`src/tnsg_pkg.sv`:
```
// Shared types and constants of the tone/noise sound generator.
// No dependencies; imported by the interfaces, the design modules and the testbench.
`default_nettype none

package tnsg_pkg;

  localparam int unsigned NUM_CHANNELS = 4;
  localparam int unsigned PERIOD_BITS  = 12;
  localparam int unsigned NUM_REGS     = 16;
  localparam int unsigned REG_ADDR_W   = 4;
  localparam int unsigned LFSR_BITS    = 32;
  localparam int unsigned ADDR_BITS    = 16;
  localparam int unsigned MIX_BITS     = 10;

  // Item kinds (code 3 is unused and changes nothing)
  typedef enum logic [1:0] {
    MODE_TICK  = 2'd0,
    MODE_WRITE = 2'd1,
    MODE_READ  = 2'd2
  } tnsg_mode_e;

  // Register map
  localparam logic [REG_ADDR_W-1:0] REG_MASK       = 4'd8;
  localparam logic [REG_ADDR_W-1:0] REG_VOLUME     = 4'd9;
  localparam logic [REG_ADDR_W-1:0] REG_SAMPLE_CFG = 4'd10;
  localparam logic [REG_ADDR_W-1:0] REG_START_LO   = 4'd12;
  localparam logic [REG_ADDR_W-1:0] REG_START_HI   = 4'd13;
  localparam logic [REG_ADDR_W-1:0] REG_END_LO     = 4'd14;
  localparam logic [REG_ADDR_W-1:0] REG_END_HI     = 4'd15;

  // LFSR taps: tone channels use the long set, the last channel the short set
  localparam int unsigned TAP_L0 = 25;
  localparam int unsigned TAP_L1 = 19;
  localparam int unsigned TAP_L2 = 11;
  localparam int unsigned TAP_L3 = 9;
  localparam int unsigned TAP_S0 = 4;
  localparam int unsigned TAP_S1 = 3;
  localparam int unsigned TAP_S2 = 1;
  localparam int unsigned TAP_S3 = 0;

  // Decoded register contents used by the tick logic
  typedef struct packed {
    logic [NUM_CHANNELS-1:0][PERIOD_BITS-1:0] period;
    logic [7:0]                               mask;
    logic                                     playing;
    logic [ADDR_BITS-1:0]                     start_addr;
    logic [ADDR_BITS-1:0]                     end_addr;
  } tnsg_cfg_t;

  // Per-channel status after the current item
  typedef struct packed {
    logic sel;
    logic div;
    logic pulse;
  } tnsg_chan_t;

endpackage

`default_nettype wire

```
`src/tnsg_in_if.sv`:
```
// Input channel of the sound generator: valid/ready plus one item.
// Depends on tnsg_pkg.
`default_nettype none

interface tnsg_in_if;
  import tnsg_pkg::*;

  logic                  valid;
  logic                  ready;
  logic [1:0]            mode;
  logic [REG_ADDR_W-1:0] reg_addr;
  logic [7:0]            write_data;

  modport source (output valid, output mode, output reg_addr, output write_data,
                  input ready);
  modport sink   (input valid, input mode, input reg_addr, input write_data,
                  output ready);
endinterface

`default_nettype wire

```
`src/tnsg_out_if.sv`:
```
// Result channel of the sound generator: valid/ready plus one result item.
// Depends on tnsg_pkg.
`default_nettype none

interface tnsg_out_if;
  import tnsg_pkg::*;

  logic                    valid;
  logic                    ready;
  logic [NUM_CHANNELS-1:0] channel_bits;
  logic [NUM_CHANNELS-1:0] divided_bits;
  logic [NUM_CHANNELS-1:0] pulse_bits;
  logic [ADDR_BITS-1:0]    sample_address;
  logic [MIX_BITS-1:0]     mix_level;
  logic [7:0]              random_byte;
  logic [7:0]              read_data;

  modport source (output valid, output channel_bits, output divided_bits,
                  output pulse_bits, output sample_address, output mix_level,
                  output random_byte, output read_data, input ready);
  modport sink   (input valid, input channel_bits, input divided_bits,
                  input pulse_bits, input sample_address, input mix_level,
                  input random_byte, input read_data, output ready);
endinterface

`default_nettype wire

```
`src/tone_noise_sound_generator_unit.sv`:
```
// Top level of the four-channel tone/noise sound generator.
// Depends on tnsg_pkg, tnsg_in_if, tnsg_out_if, tnsg_regs, tnsg_channel, tnsg_sample.
`default_nettype none

// Takes one item per clock (tick, register write or register read) when the
// output is not stalled, and returns one result item for each. An accepted item
// sits in an input register; when the output register is empty or being taken,
// the channel state, sample address and registers are updated and the result is
// loaded into the output register. The input register frees whenever the output
// register is empty or being taken, so the sustained rate is one item per cycle
// while the output is not stalled. All channels advance together on a tick; the
// longest path is the period compare and output select feeding the small
// count-times-volume multiply of the mix level. No clearing pass is needed after
// reset.

module tone_noise_sound_generator_unit (
  input  logic       clk_i,
  input  logic       rst_ni,
  tnsg_in_if.sink    in_item_i,
  tnsg_out_if.source out_item_o
);
  import tnsg_pkg::*;

  // Input stage
  logic                  in_valid_q;
  logic [1:0]            mode_q;
  logic [REG_ADDR_W-1:0] addr_q;
  logic [7:0]            data_q;

  // Output stage
  logic                    out_valid_q;
  logic [NUM_CHANNELS-1:0] chan_q, div_q, pulse_q;
  logic [ADDR_BITS-1:0]    saddr_q;
  logic [MIX_BITS-1:0]     mix_q, mix_d;
  logic [7:0]              rand_q;
  logic [7:0]              rdata_q, rdata_d;

  logic                    advance;
  logic                    tick;
  logic                    wr;
  tnsg_cfg_t               cfg;
  logic [7:0]              vol_d;
  logic [7:0]              rd_data;
  tnsg_chan_t              status [NUM_CHANNELS];
  logic [7:0]              lfsr_byte [NUM_CHANNELS];
  logic [NUM_CHANNELS-1:0] sel_d, divb_d, pulseb_d;
  logic [ADDR_BITS-1:0]    saddr_d;
  logic [2:0]              bit_count;

  // Handshake: the input stage moves on when the output stage is free
  assign advance         = in_valid_q && (!out_valid_q || out_item_o.ready);
  assign in_item_i.ready = !in_valid_q || advance;
  assign tick            = advance && (mode_q == MODE_TICK);
  assign wr              = advance && (mode_q == MODE_WRITE);

  always_ff @(posedge clk_i or negedge rst_ni) begin
    if (!rst_ni) begin
      in_valid_q <= 1'b0;
    end else if (in_item_i.ready) begin
      in_valid_q <= in_item_i.valid;
    end
  end

  always_ff @(posedge clk_i) begin
    if (in_item_i.valid && in_item_i.ready) begin
      mode_q <= in_item_i.mode;
      addr_q <= in_item_i.reg_addr;
      data_q <= in_item_i.write_data;
    end
  end

  tnsg_regs u_regs (
    .clk_i     (clk_i),
    .rst_ni    (rst_ni),
    .write_i   (wr),
    .addr_i    (addr_q),
    .data_i    (data_q),
    .cfg_o     (cfg),
    .vol_d_o   (vol_d),
    .rd_data_o (rd_data)
  );

  tnsg_sample u_sample (
    .clk_i    (clk_i),
    .rst_ni   (rst_ni),
    .tick_i   (tick),
    .cfg_i    (cfg),
    .addr_d_o (saddr_d)
  );

  // Channels; only the last one uses the short tap set
  for (genvar c = 0; c < NUM_CHANNELS; c++) begin : g_chan
    tnsg_channel u_channel (
      .clk_i        (clk_i),
      .rst_ni       (rst_ni),
      .tick_i       (tick),
      .short_taps_i (c == NUM_CHANNELS - 1),
      .period_i     (cfg.period[c]),
      .noise_sel_i  (cfg.mask[c + NUM_CHANNELS]),
      .div_sel_i    (cfg.mask[c]),
      .status_o     (status[c]),
      .lfsr_byte_o  (lfsr_byte[c])
    );
    assign sel_d[c]    = status[c].sel;
    assign divb_d[c]   = status[c].div;
    assign pulseb_d[c] = status[c].pulse;
  end

  // Mix level: set-bit count times volume
  always_comb begin
    bit_count = '0;
    for (int c = 0; c < NUM_CHANNELS; c++) begin
      bit_count = bit_count + 3'(sel_d[c]);
    end
  end
  assign mix_d   = MIX_BITS'(bit_count) * MIX_BITS'(vol_d);
  assign rdata_d = (mode_q == MODE_READ) ? rd_data : 8'd0;

  // Result register
  always_ff @(posedge clk_i or negedge rst_ni) begin
    if (!rst_ni) begin
      out_valid_q <= 1'b0;
    end else if (advance) begin
      out_valid_q <= 1'b1;
    end else if (out_item_o.ready) begin
      out_valid_q <= 1'b0;
    end
  end

  always_ff @(posedge clk_i) begin
    if (advance) begin
      chan_q  <= sel_d;
      div_q   <= divb_d;
      pulse_q <= pulseb_d;
      saddr_q <= saddr_d;
      mix_q   <= mix_d;
      rand_q  <= lfsr_byte[0];
      rdata_q <= rdata_d;
    end
  end

  assign out_item_o.valid          = out_valid_q;
  assign out_item_o.channel_bits   = chan_q;
  assign out_item_o.divided_bits   = div_q;
  assign out_item_o.pulse_bits     = pulse_q;
  assign out_item_o.sample_address = saddr_q;
  assign out_item_o.mix_level      = mix_q;
  assign out_item_o.random_byte    = rand_q;
  assign out_item_o.read_data      = rdata_q;

endmodule

`default_nettype wire

```
`src/tnsg_regs.sv`:
```
// Sixteen byte registers: write port, one read port, decoded fields.
// Depends on tnsg_pkg.
`default_nettype none

module tnsg_regs (
  input  logic                           clk_i,
  input  logic                           rst_ni,
  input  logic                           write_i,
  input  logic [tnsg_pkg::REG_ADDR_W-1:0] addr_i,
  input  logic [7:0]                     data_i,
  output tnsg_pkg::tnsg_cfg_t            cfg_o,
  output logic [7:0]                     vol_d_o,
  output logic [7:0]                     rd_data_o
);
  import tnsg_pkg::*;

  logic [NUM_REGS-1:0][7:0] reg_q;

  // Register file, cleared by reset
  always_ff @(posedge clk_i or negedge rst_ni) begin
    if (!rst_ni) begin
      reg_q <= '0;
    end else if (write_i) begin
      reg_q[addr_i] <= data_i;
    end
  end

  // Decode fields for the tick logic
  always_comb begin
    for (int c = 0; c < NUM_CHANNELS; c++) begin
      cfg_o.period[c] = {reg_q[2*c+1][PERIOD_BITS-9:0], reg_q[2*c]};
    end
    cfg_o.mask       = reg_q[REG_MASK];
    cfg_o.playing    = reg_q[REG_SAMPLE_CFG][0];
    cfg_o.start_addr = {reg_q[REG_START_HI], reg_q[REG_START_LO]};
    cfg_o.end_addr   = {reg_q[REG_END_HI], reg_q[REG_END_LO]};
  end

  // Volume as it stands after this item, so a volume write shows at once
  assign vol_d_o   = (write_i && addr_i == REG_VOLUME) ? data_i : reg_q[REG_VOLUME];
  assign rd_data_o = reg_q[addr_i];

endmodule

`default_nettype wire

```
`src/tnsg_channel.sv`:
```
// One tone/noise channel: period counter, divider, pulse, LFSR, output select.
// Depends on tnsg_pkg.
`default_nettype none

module tnsg_channel (
  input  logic                            clk_i,
  input  logic                            rst_ni,
  input  logic                            tick_i,
  input  logic                            short_taps_i,
  input  logic [tnsg_pkg::PERIOD_BITS-1:0] period_i,
  input  logic                            noise_sel_i,
  input  logic                            div_sel_i,
  output tnsg_pkg::tnsg_chan_t            status_o,
  output logic [7:0]                      lfsr_byte_o
);
  import tnsg_pkg::*;

  logic [PERIOD_BITS-1:0] count_q, count_d;
  logic [LFSR_BITS-1:0]   lfsr_q, lfsr_d;
  logic                   div_q, div_d;
  logic                   pulse_q, pulse_d;
  logic                   sel_q, sel_d;
  logic                   fire;
  logic                   fb;

  // Fire when the count has reached a nonzero period
  assign fire = (period_i != '0) && (count_q >= period_i);

  // XNOR feedback, shifted in at the top
  assign fb = short_taps_i
            ? (lfsr_q[TAP_S0] ^ lfsr_q[TAP_S1] ^ lfsr_q[TAP_S2] ^ lfsr_q[TAP_S3])
            : (lfsr_q[TAP_L0] ^ lfsr_q[TAP_L1] ^ lfsr_q[TAP_L2] ^ lfsr_q[TAP_L3]);

  // Next state; holds unless a tick arrives
  always_comb begin
    count_d = count_q;
    lfsr_d  = lfsr_q;
    div_d   = div_q;
    pulse_d = pulse_q;
    sel_d   = sel_q;
    if (tick_i) begin
      count_d = fire ? '0 : count_q + PERIOD_BITS'(1);
      lfsr_d  = fire ? {~fb, lfsr_q[LFSR_BITS-1:1]} : lfsr_q;
      div_d   = div_q ^ fire;
      pulse_d = fire;
      if (noise_sel_i) begin
        sel_d = lfsr_d[0];
      end else if (div_sel_i) begin
        sel_d = div_d;
      end else begin
        sel_d = fire;
      end
    end
  end

  always_ff @(posedge clk_i or negedge rst_ni) begin
    if (!rst_ni) begin
      count_q <= '0;
      lfsr_q  <= '0;
      div_q   <= 1'b0;
      pulse_q <= 1'b0;
      sel_q   <= 1'b0;
    end else begin
      count_q <= count_d;
      lfsr_q  <= lfsr_d;
      div_q   <= div_d;
      pulse_q <= pulse_d;
      sel_q   <= sel_d;
    end
  end

  assign status_o.sel   = sel_d;
  assign status_o.div   = div_d;
  assign status_o.pulse = pulse_d;
  assign lfsr_byte_o    = lfsr_d[7:0];

endmodule

`default_nettype wire

```
`src/tnsg_sample.sv`:
```
// Sample playback address: runs from start to end while playing, else zero.
// Depends on tnsg_pkg.
`default_nettype none

module tnsg_sample (
  input  logic                          clk_i,
  input  logic                          rst_ni,
  input  logic                          tick_i,
  input  tnsg_pkg::tnsg_cfg_t           cfg_i,
  output logic [tnsg_pkg::ADDR_BITS-1:0] addr_d_o
);
  import tnsg_pkg::*;

  logic [ADDR_BITS-1:0] addr_q, addr_d, addr_inc;

  assign addr_inc = addr_q + ADDR_BITS'(1);

  // Step on ticks; wrap back to start past the end address
  always_comb begin
    addr_d = addr_q;
    if (tick_i) begin
      if (!cfg_i.playing) begin
        addr_d = '0;
      end else if (addr_inc > cfg_i.end_addr) begin
        addr_d = cfg_i.start_addr;
      end else begin
        addr_d = addr_inc;
      end
    end
  end

  always_ff @(posedge clk_i or negedge rst_ni) begin
    if (!rst_ni) begin
      addr_q <= '0;
    end else begin
      addr_q <= addr_d;
    end
  end

  assign addr_d_o = addr_d;

endmodule

`default_nettype wire

```
`src/flat_wrapper.sv`:
```
// flat-port wrapper written by rule: the top's interface ports become plain ports
module tone_noise_sound_generator_unit_flat import tnsg_pkg::*;
  (clk_i, rst_ni, in_item_i_valid, in_item_i_mode, in_item_i_reg_addr, in_item_i_write_data, in_item_i_ready, out_item_o_valid, out_item_o_channel_bits, out_item_o_divided_bits, out_item_o_pulse_bits, out_item_o_sample_address, out_item_o_mix_level, out_item_o_random_byte, out_item_o_read_data, out_item_o_ready);
  tnsg_in_if in_item_i_i ();
  tnsg_out_if out_item_o_i ();
  input  logic clk_i;
  input  logic rst_ni;
  input wire logic [$bits(in_item_i_i.valid)-1:0] in_item_i_valid;
  input wire logic [$bits(in_item_i_i.mode)-1:0] in_item_i_mode;
  input wire logic [$bits(in_item_i_i.reg_addr)-1:0] in_item_i_reg_addr;
  input wire logic [$bits(in_item_i_i.write_data)-1:0] in_item_i_write_data;
  output wire logic [$bits(in_item_i_i.ready)-1:0] in_item_i_ready;
  output wire logic [$bits(out_item_o_i.valid)-1:0] out_item_o_valid;
  output wire logic [$bits(out_item_o_i.channel_bits)-1:0] out_item_o_channel_bits;
  output wire logic [$bits(out_item_o_i.divided_bits)-1:0] out_item_o_divided_bits;
  output wire logic [$bits(out_item_o_i.pulse_bits)-1:0] out_item_o_pulse_bits;
  output wire logic [$bits(out_item_o_i.sample_address)-1:0] out_item_o_sample_address;
  output wire logic [$bits(out_item_o_i.mix_level)-1:0] out_item_o_mix_level;
  output wire logic [$bits(out_item_o_i.random_byte)-1:0] out_item_o_random_byte;
  output wire logic [$bits(out_item_o_i.read_data)-1:0] out_item_o_read_data;
  input wire logic [$bits(out_item_o_i.ready)-1:0] out_item_o_ready;
  assign in_item_i_i.valid = in_item_i_valid;
  assign in_item_i_i.mode = in_item_i_mode;
  assign in_item_i_i.reg_addr = in_item_i_reg_addr;
  assign in_item_i_i.write_data = in_item_i_write_data;
  assign in_item_i_ready = in_item_i_i.ready;
  assign out_item_o_valid = out_item_o_i.valid;
  assign out_item_o_channel_bits = out_item_o_i.channel_bits;
  assign out_item_o_divided_bits = out_item_o_i.divided_bits;
  assign out_item_o_pulse_bits = out_item_o_i.pulse_bits;
  assign out_item_o_sample_address = out_item_o_i.sample_address;
  assign out_item_o_mix_level = out_item_o_i.mix_level;
  assign out_item_o_random_byte = out_item_o_i.random_byte;
  assign out_item_o_read_data = out_item_o_i.read_data;
  assign out_item_o_i.ready = out_item_o_ready;
  tone_noise_sound_generator_unit u_core (.clk_i(clk_i), .rst_ni(rst_ni), .in_item_i(in_item_i_i), .out_item_o(out_item_o_i));
endmodule
```
`config.mk`:
```
export PLATFORM = sky130hd
export DESIGN_NAME = tone_noise_sound_generator_unit_flat
export DESIGN_NICKNAME = d
export VERILOG_FILES = /design/src/tnsg_pkg.sv /design/src/tnsg_in_if.sv /design/src/tnsg_out_if.sv /design/src/tone_noise_sound_generator_unit.sv /design/src/tnsg_regs.sv /design/src/tnsg_channel.sv /design/src/tnsg_sample.sv /design/src/flat_wrapper.sv
export SDC_FILE = /design/constraint.sdc
export NUM_CORES = 1
export LEC_CHECK = 0
export BUFFER_PORTS_ARGS = -buffer_cell sky130_fd_sc_hd__buf_2
export CAP_MARGIN = 15
export CORE_UTILIZATION = 56
export DETAILED_ROUTE_END_ITERATION = 7
export HOLD_SLACK_MARGIN = 0.05
export PLACE_DENSITY = 0.76
export SETUP_SLACK_MARGIN = 0.5
export SLEW_MARGIN = 20
export SYNTH_ARGS = -nofsm -noshare
export SYNTH_HDL_FRONTEND = slang
export SYNTH_SLANG_ARGS = --single-unit
```
`constraint.sdc`:
```
create_clock -name clk_i -period 5.7 [get_ports clk_i]
set_clock_uncertainty 0.15 [all_clocks]
set_input_delay 0.57 -clock clk_i [delete_from_list [all_inputs] [get_ports clk_i]]
set_output_delay 0.57 -clock clk_i [all_outputs]
set_load 0.1 [all_outputs]
```
-- After elaboration in Yosys (flattened, before gate mapping)
Index checks and enable logic that the tools add are counted.
- magnitude comparators: 7
- shift-type cells: 0
- eq/ne operators: 3
- bitwise logic cells: 20
- reduce and logical (&&, ||, !) cells: 24
- divide/modulo/power cells: 0
- muxes and demuxes: 40
- multiply operators: 1
- add/subtract/negate cells: 8
- operator list (operator ; count):
    bitwise mux 128 bit ; 1
    adder 12 x 1 -> 12 bit, second input constant ; 4
    greater-or-equal comparator 12 bit ; 4
    two-way mux 12 bit ; 4
    two-way mux 16 bit ; 3
    nonzero test 12 bit ; 4
    two-way mux 8 bit ; 5
    binary-select mux 8 bit (select 4 bit) ; 1
    demux 8 bit (select 4 bit) ; 1
    two-way mux 1 bit ; 25
    adder 16 x 1 -> 16 bit, second input constant ; 1
    > comparator 16 bit ; 1
    XOR 1 bit ; 16
    logical AND 1 bit ; 10
    multiplier 3 x 8 -> 10 bit ; 1
    AND reduction 2 bit ; 4
    adder 3 x 1 -> 3 bit ; 2
    less-than comparator 4 x 5 -> 1 bit, second input constant ; 1
    == test 4 bit, second input constant ; 1
    greater-or-equal comparator 4 x 1 -> 1 bit, second input constant ; 1
    inverter 1 bit ; 4
    adder 1 x 1 -> 2 bit ; 1
    == test 2 x 1 -> 1 bit, second input constant ; 1
    == test 2 bit, second input constant ; 1
    other kinds (4) ; 6
- output and inout port bits: 56
- memories: 0
- input bits: 18
- bits in read-only memories: 0
- bits in registers: 402
- bits in writable memories: 0
- bits in latches: 0
- logic and storage cells: 156

-- Longest topological paths before layout
- depth in word-level cells: 10
- depth in mapped cells: 24
- depth with buffers taken out: 22

-- By module
From an unflattened synthesis, not the netlist that was laid out.
- cells, all modules: 1616
- area total of the unflattened synthesis: 20957.6 um2
- by module, submodules not included (module ; seq. area each (um2) ; times used ; area each (um2) ; cells each):
    tnsg_channel ; 1176.1 ; 4 ; 2477.4 ; 203
    tnsg_regs ; 3203.1 ; 1 ; 6725.2 ; 465
    tone_noise_sound_generator_unit ; 2092.0 ; 1 ; 2808.9 ; 166
    tnsg_sample ; 400.4 ; 1 ; 1514.0 ; 173

-- Least setup slack after synthesis
No wires, ideal clock.
- path type: register -> register
- start point: reg u_core.out_valid_q, in the netlist u_core.out_item_o.valid
- end point: reg u_core.mix_q[9], in the netlist u_core.out_item_o.mix_level[9], data pin
- data arrival time: 5.309 ns
- library setup time: 0.268 ns
- stages on the path, launching flop included: 21
- clock period less this slack: 5.726 ns
- data required time: 5.282 ns
- path buffers: 3
- slack: -0.026 ns
- path through: dfrtp_1 > nor2b_4 > or3_1 > buf_6 > clkbuf_1 > clkbuf_1 > nand2_1 > o311ai_0 > ha_1 > fa_1 > ha_1 > nand2_1 > fa_1 > inv_1 > ha_1 > a21o_1 > a21oi_1 > nor2b_1 > o21a_1 > o41ai_1 > xnor2_1
- word-level cells in the longest chain between the ends: 9
- elaborated cells on any way between the ends: 15
- those cells by class: add/sub: 3; mul: 1; mux: 5; reduce/logical: 6
- ends and longest elaborated chain (element ; RTL line ; RTL):
    start, declared ; tone_noise_sound_generator_unit.sv:31 ; logic out_valid_q;
    start signal, assigned ; tone_noise_sound_generator_unit.sv:122 ; out_valid_q <= 1'b0;
    start signal, assigned ; tone_noise_sound_generator_unit.sv:124 ; out_valid_q <= 1'b1;
    start signal, assigned ; tone_noise_sound_generator_unit.sv:126 ; out_valid_q <= 1'b0;
    logical NOT 1 bit ; tone_noise_sound_generator_unit.sv:51 ; assign advance = in_valid_q && (!out_valid_q || out_item_o.ready);
    logical OR 1 bit ; tone_noise_sound_generator_unit.sv:51 ;
    logical AND 1 bit ; tone_noise_sound_generator_unit.sv:51 ;
    logical AND 1 bit ; tone_noise_sound_generator_unit.sv:53 ; assign tick = advance && (mode_q == MODE_TICK);
    two-way mux 1 bit ; tnsg_channel.sv:41 ; if (tick_i) begin
    named net u_core.g_chan[1].u_channel.sel_d ; tnsg_channel.sv:22 ; logic sel_q, sel_d;
    adder 1 x 1 -> 2 bit ; tone_noise_sound_generator_unit.sv:113 ; bit_count = bit_count + 3'(sel_d[c]);
    adder 3 x 1 -> 3 bit (2 in a row) ; tone_noise_sound_generator_unit.sv:113 ;
    multiplier 3 x 8 -> 10 bit ; tone_noise_sound_generator_unit.sv:116 ; assign mix_d = MIX_BITS'(bit_count) * MIX_BITS'(vol_d);
    named net u_core.mix_d[9] ; tone_noise_sound_generator_unit.sv:34 ; logic [MIX_BITS-1:0] mix_q, mix_d;
    end signal, assigned ; tone_noise_sound_generator_unit.sv:136 ; mix_q <= mix_d;
    end, declared ; tone_noise_sound_generator_unit.sv:34 ;
The timed path passes the listed nets, and every way through them passes these cells.
A chain may end at the register's enable or synchronous reset.

-- Final worst setup path
- start point: reg u_core.u_regs.reg_q, in the netlist u_core.u_regs.cfg_o[45]
- end point: reg u_core.mix_q[8], in the netlist u_core.out_item_o.mix_level[8], data pin
- word-level cells in the longest chain between the ends: 10
- elaborated cells on any way between the ends: 12
- those cells by class: add/sub: 3; mul: 1; order compare: 1; mux: 4; bitwise: 1; reduce/logical: 2
- ends and longest elaborated chain (element ; RTL line ; RTL):
    start, declared ; tnsg_regs.sv:17 ; logic [NUM_REGS-1:0][7:0] reg_q;
    start signal, assigned by index ; tnsg_regs.sv:24 ; reg_q[addr_i] <= data_i;
    greater-or-equal comparator 12 bit or nonzero test 12 bit (tied branches) ; tnsg_channel.sv:27 ; assign fire = (period_i != '0) && (count_q >= period_i);
    logical AND 1 bit (*) ; tnsg_channel.sv:27 ;
    XOR 1 bit ; tnsg_channel.sv:44 ; div_d = div_q ^ fire;
    two-way mux 1 bit ; tnsg_channel.sv:48 ; end else if (div_sel_i) begin
    two-way mux 1 bit (*) ; tnsg_channel.sv:46 ; if (noise_sel_i) begin
    two-way mux 1 bit (*) ; tnsg_channel.sv:41 ;
    named net u_core.g_chan[0].u_channel.sel_d ; tnsg_channel.sv:22 ;
    adder 1 x 1 -> 2 bit (*) ; tone_noise_sound_generator_unit.sv:113 ;
    adder 3 x 1 -> 3 bit (*) (2 in a row) ; tone_noise_sound_generator_unit.sv:113 ;
    multiplier 3 x 8 -> 10 bit (*) ; tone_noise_sound_generator_unit.sv:116 ;
    named net u_core.mix_d[8] ; tone_noise_sound_generator_unit.sv:34 ;
Mark *: on every way through the listed nets, which the timed path passes. The rest lies on a longest branch.

==> flow_summary.yaml <==
run_status:
  status: "finished clean"
critical_path:
  r2r_slack_ps: 600
  cp_cell_sequence: "inv_2 > ha_4 > a21o_1 > a221oi_4 > buf_4 > o21a_1 > o221a_2 > o31ai_4 > ha_4 > fa_2 > ha_4 > nand2_4 > fa_1 > buf_4 > buf_4 > fa_2 > nor2b_1 > o21ai_0 > nand2b_1 > a21o_1 > a21oi_2 > xnor2_1"
  critPathKind: "reg -> reg"
  cp_max_fo: 7
  required_ps: 5850
  r2r_end: "u_core.out_item_o.mix_level[8]"
  critPathMaxStageDelay_ps: 480
  cp_slowest_cell: "fa_1"
  endpoint_kind: "flip-flop"
  worst_ep_arrival_time_ps: 5250
  regToRegStartpoint: "u_core.u_regs.cfg_o[45]"
  reg2reg_depth: 22
  worstSetupStartpointType: "flip-flop"
sta:
  finalCritPeriodShare_pct: 89.5
  worst_pin_slew_ps: 1090
  drv_slew: 0
  fmax_ghz: 0.196
  slew_headroom_pct: 26.9
  whs_ps: 69.8
  fin_tns_setup_ps: 0
  period_needed_ps: 5100
  rsz0062_at_grt: "no"
  setup_viol: 0
  final-hold-violation-count: 0
synth:
  syn-cell-area_sq_mm: 0.0193
  synthesis.nets: 1601
  synth_edf_count: 68
  synthArstFlopShare_pct: 83.1
  yosys_warnings: 0
  synthFlopType: "dfrtp_1"
  synth_cells: 1495
  synth.distinct_cells: 66
  seq_area_frac_synth_pct: 54.0
  syn_avg_cell_area_sq_um: 12.9
  ys_ff_latch: 402
detailed_routing:
  viasPerCell: 5.84
  vias: 12400
  drt_wl_total_mm: 42.1
  firstDrtPassIters: 4
  post_drt_wl_per_cell_um: 19.8
  ant_nets: 0
  drc: 0
  drt-initial-drc-count: 802
pwr:
  p_per_area_mw_per_mm2: 387
  p_leak_nw: 10.4
  ir_drop_uv: 464
  power_w: 0.00868
floorplan:
  io_pins: 74
  die_h_um: 188
  row_count: 67
  die_w_um: 188
  initial_core_util_pct: 57.2
  dieArea_sq_mm: 0.0352
  core_area_sq_mm: 0.0337
global_route:
  grt_max_degree: 114
  grt_pass1_vias: 12800
  gr-usage-all-layers_pct: 24.4
  grt_overflow: 0
  grt_pass1_wl_mm: 67.9
  antenna_found_initial: 1
final_layout:
  layout_common_cells: "dfrtp_1, mux2_2, nand2_1, inv_1, buf_4"
  diodes: 0
  final_cell_count_no_fill: 2128
  area_growth_pct: 16.2
  drive_gt1_share_pct: 34.1
  layout.nets: 1752
  final_common_cell: "dfrtp_1"
  utilization_pct: 66.5
min_path:
  min-delay-path-class: "in -> reg"
  whs_path_depth: 1
  min-delay-start: "in_item_i_write_data[6]"
  hold_end: "u_core.data_q[6]"
clock_tree:
  cts_num_sinks: 402
  numCtsBuffers: 44
  cts-root-buf: "clkbuf_16"
  path_clk_slew_ps: 60
  htreeDepth: 2
  clock_latency_ps: 550
  cts_buffer_depth: 3
  cts_tree: "done"
placement:
  place_hpwl_mm: 27.4
  dp.cells: 1983
  port_buffers: 73
  place_congestion: 0.855
run:
  cap_violations: 0
[worst max-delay path: cells and delay by family (launching register included)]
family                     cells  cell delay (ps)
DFF                            1              430
and+or+nand+nor                3              270
buffers and inverters          4              550
adders and majority gates      6             1990
AOI/OAI and AO/OA              8             1330
xor gates and xnor gates       1              130
[registers in the layout, summed over array words and instances, names as in the netlist, 10 cells and up]
register and cells:
u_core.u_regs.cfg_o 89, u_core.g_chan.u_channel.count_q 48, u_core.u_sample.addr_q 16, u_core.out_item_o.mix_level 10, u_core.out_item_o.sample_address 16, u_core.u_regs.reg_q 39
u_core.g_chan.u_channel.lfsr_q 128
[cells in the mapped netlist (6+ instances only)]
library cell  count  share of area, %
nor2b_1          27              0.88
nor4_1           12              0.39
and2_1            7              0.23
o211ai_1         17              0.66
nor3_1           16              0.42
xnor2_1          33               1.5
nand2_1         103               2.0
o2bb2ai_1         7              0.32
o31ai_1           8              0.31
o21ai_0          56               1.5
nand3_1          45               1.2
clkbuf_1         22              0.43
a21oi_1          34              0.88
inv_1            85               1.7
nor2_1           47              0.92
edfxtp_1         68                11
mux4_2           40               4.7
ha_1             80               5.2
nand4_1          13              0.42
mux2_2          238                14
nand2b_1         14              0.45
and3_1           27              0.88
or3_1             6              0.19
fa_1              8              0.83
xor2_1           27               1.2
a21o_1            8              0.31
buf_2            23              0.60
dfrtp_1         334                43
a22o_1            8              0.36
[logic make-up after synthesis]
family	after synthesis	synth area share, %
AO/OA/AOI/OAI	168	5.55
XOR/XNOR	60	2.73
adder cells (fa/ha/maj)	88	6.02
buffers and inverters	142	3.16
flip-flops	402	54.0
multiplexers	285	19.0
AND/OR/NAND/NOR	350	9.61
[through the flow]
step	setup slack (ps)	area, sq um
after global routing	340	22400
after detailed placement	172	20200
after CTS	501	22000
after global placement	294	20200
after floorplan	507	19300
final	599	22400
[per-layer routing]
layer / vias to the layer above / track usage [%] / wire [um]
met1: 6289 / 33.1 / 18000
li1: 5675 / - / -
met2: 369 / 37.9 / 19700
met5: - / 0 / 0
met3: 98 / 6.49 / 3040
met4: 0 / 8.72 / 1310
[cell type report]
type                    instances  area (sq um)
well taps                     448           561
clock buffers                  64          1300
flip-flops and latches        402         10400
fillers                      2395         11300
clock inverters                16           140
inverters                      85           319
multi-input cells             951          8590
repair buffers                162          1090
[power by group]
part / total (W) / internal (W) / switching (W)
clock: 0.00280 / 0.00167 / 0.00113
combinational: 0.00229 / 0.000947 / 0.00135
sequential: 0.00359 / 0.00330 / 0.000283
total: 0.00868 / 0.00592 / 0.00276
[worst max path at each step]
stage | startpoint | to | slack, ps | cells past startpoint
floorplan | u_core.out_item_o.valid | u_core.out_item_o.mix_level[9] | 510 | 19
finish | u_core.u_regs.cfg_o[45] | u_core.out_item_o.mix_level[8] | 600 | 22
global route | u_core.u_regs.cfg_o[44] | u_core.out_item_o.mix_level[8] | 340 | 21
CTS | u_core.g_chan[1].u_channel.count_q[0] | u_core.out_item_o.mix_level[9] | 500 | 21
global placement | u_core.g_chan[0].u_channel.count_q[2] | u_core.out_item_o.mix_level[9] | 290 | 20
detailed placement | u_core.u_regs.cfg_o[58] | u_core.out_item_o.mix_level[9] | 170 | 21
[timing repair]
item,4_1_cts,5_1_grt
endpoints found under the setup margin,4,4
hold buffers,13,0
hold endpoints to repair,122,0
gates resized for setup,17,43
setup buffers,25,27
pin swaps,18,29
No activity file was read; power rests on OpenSTA's default activity.
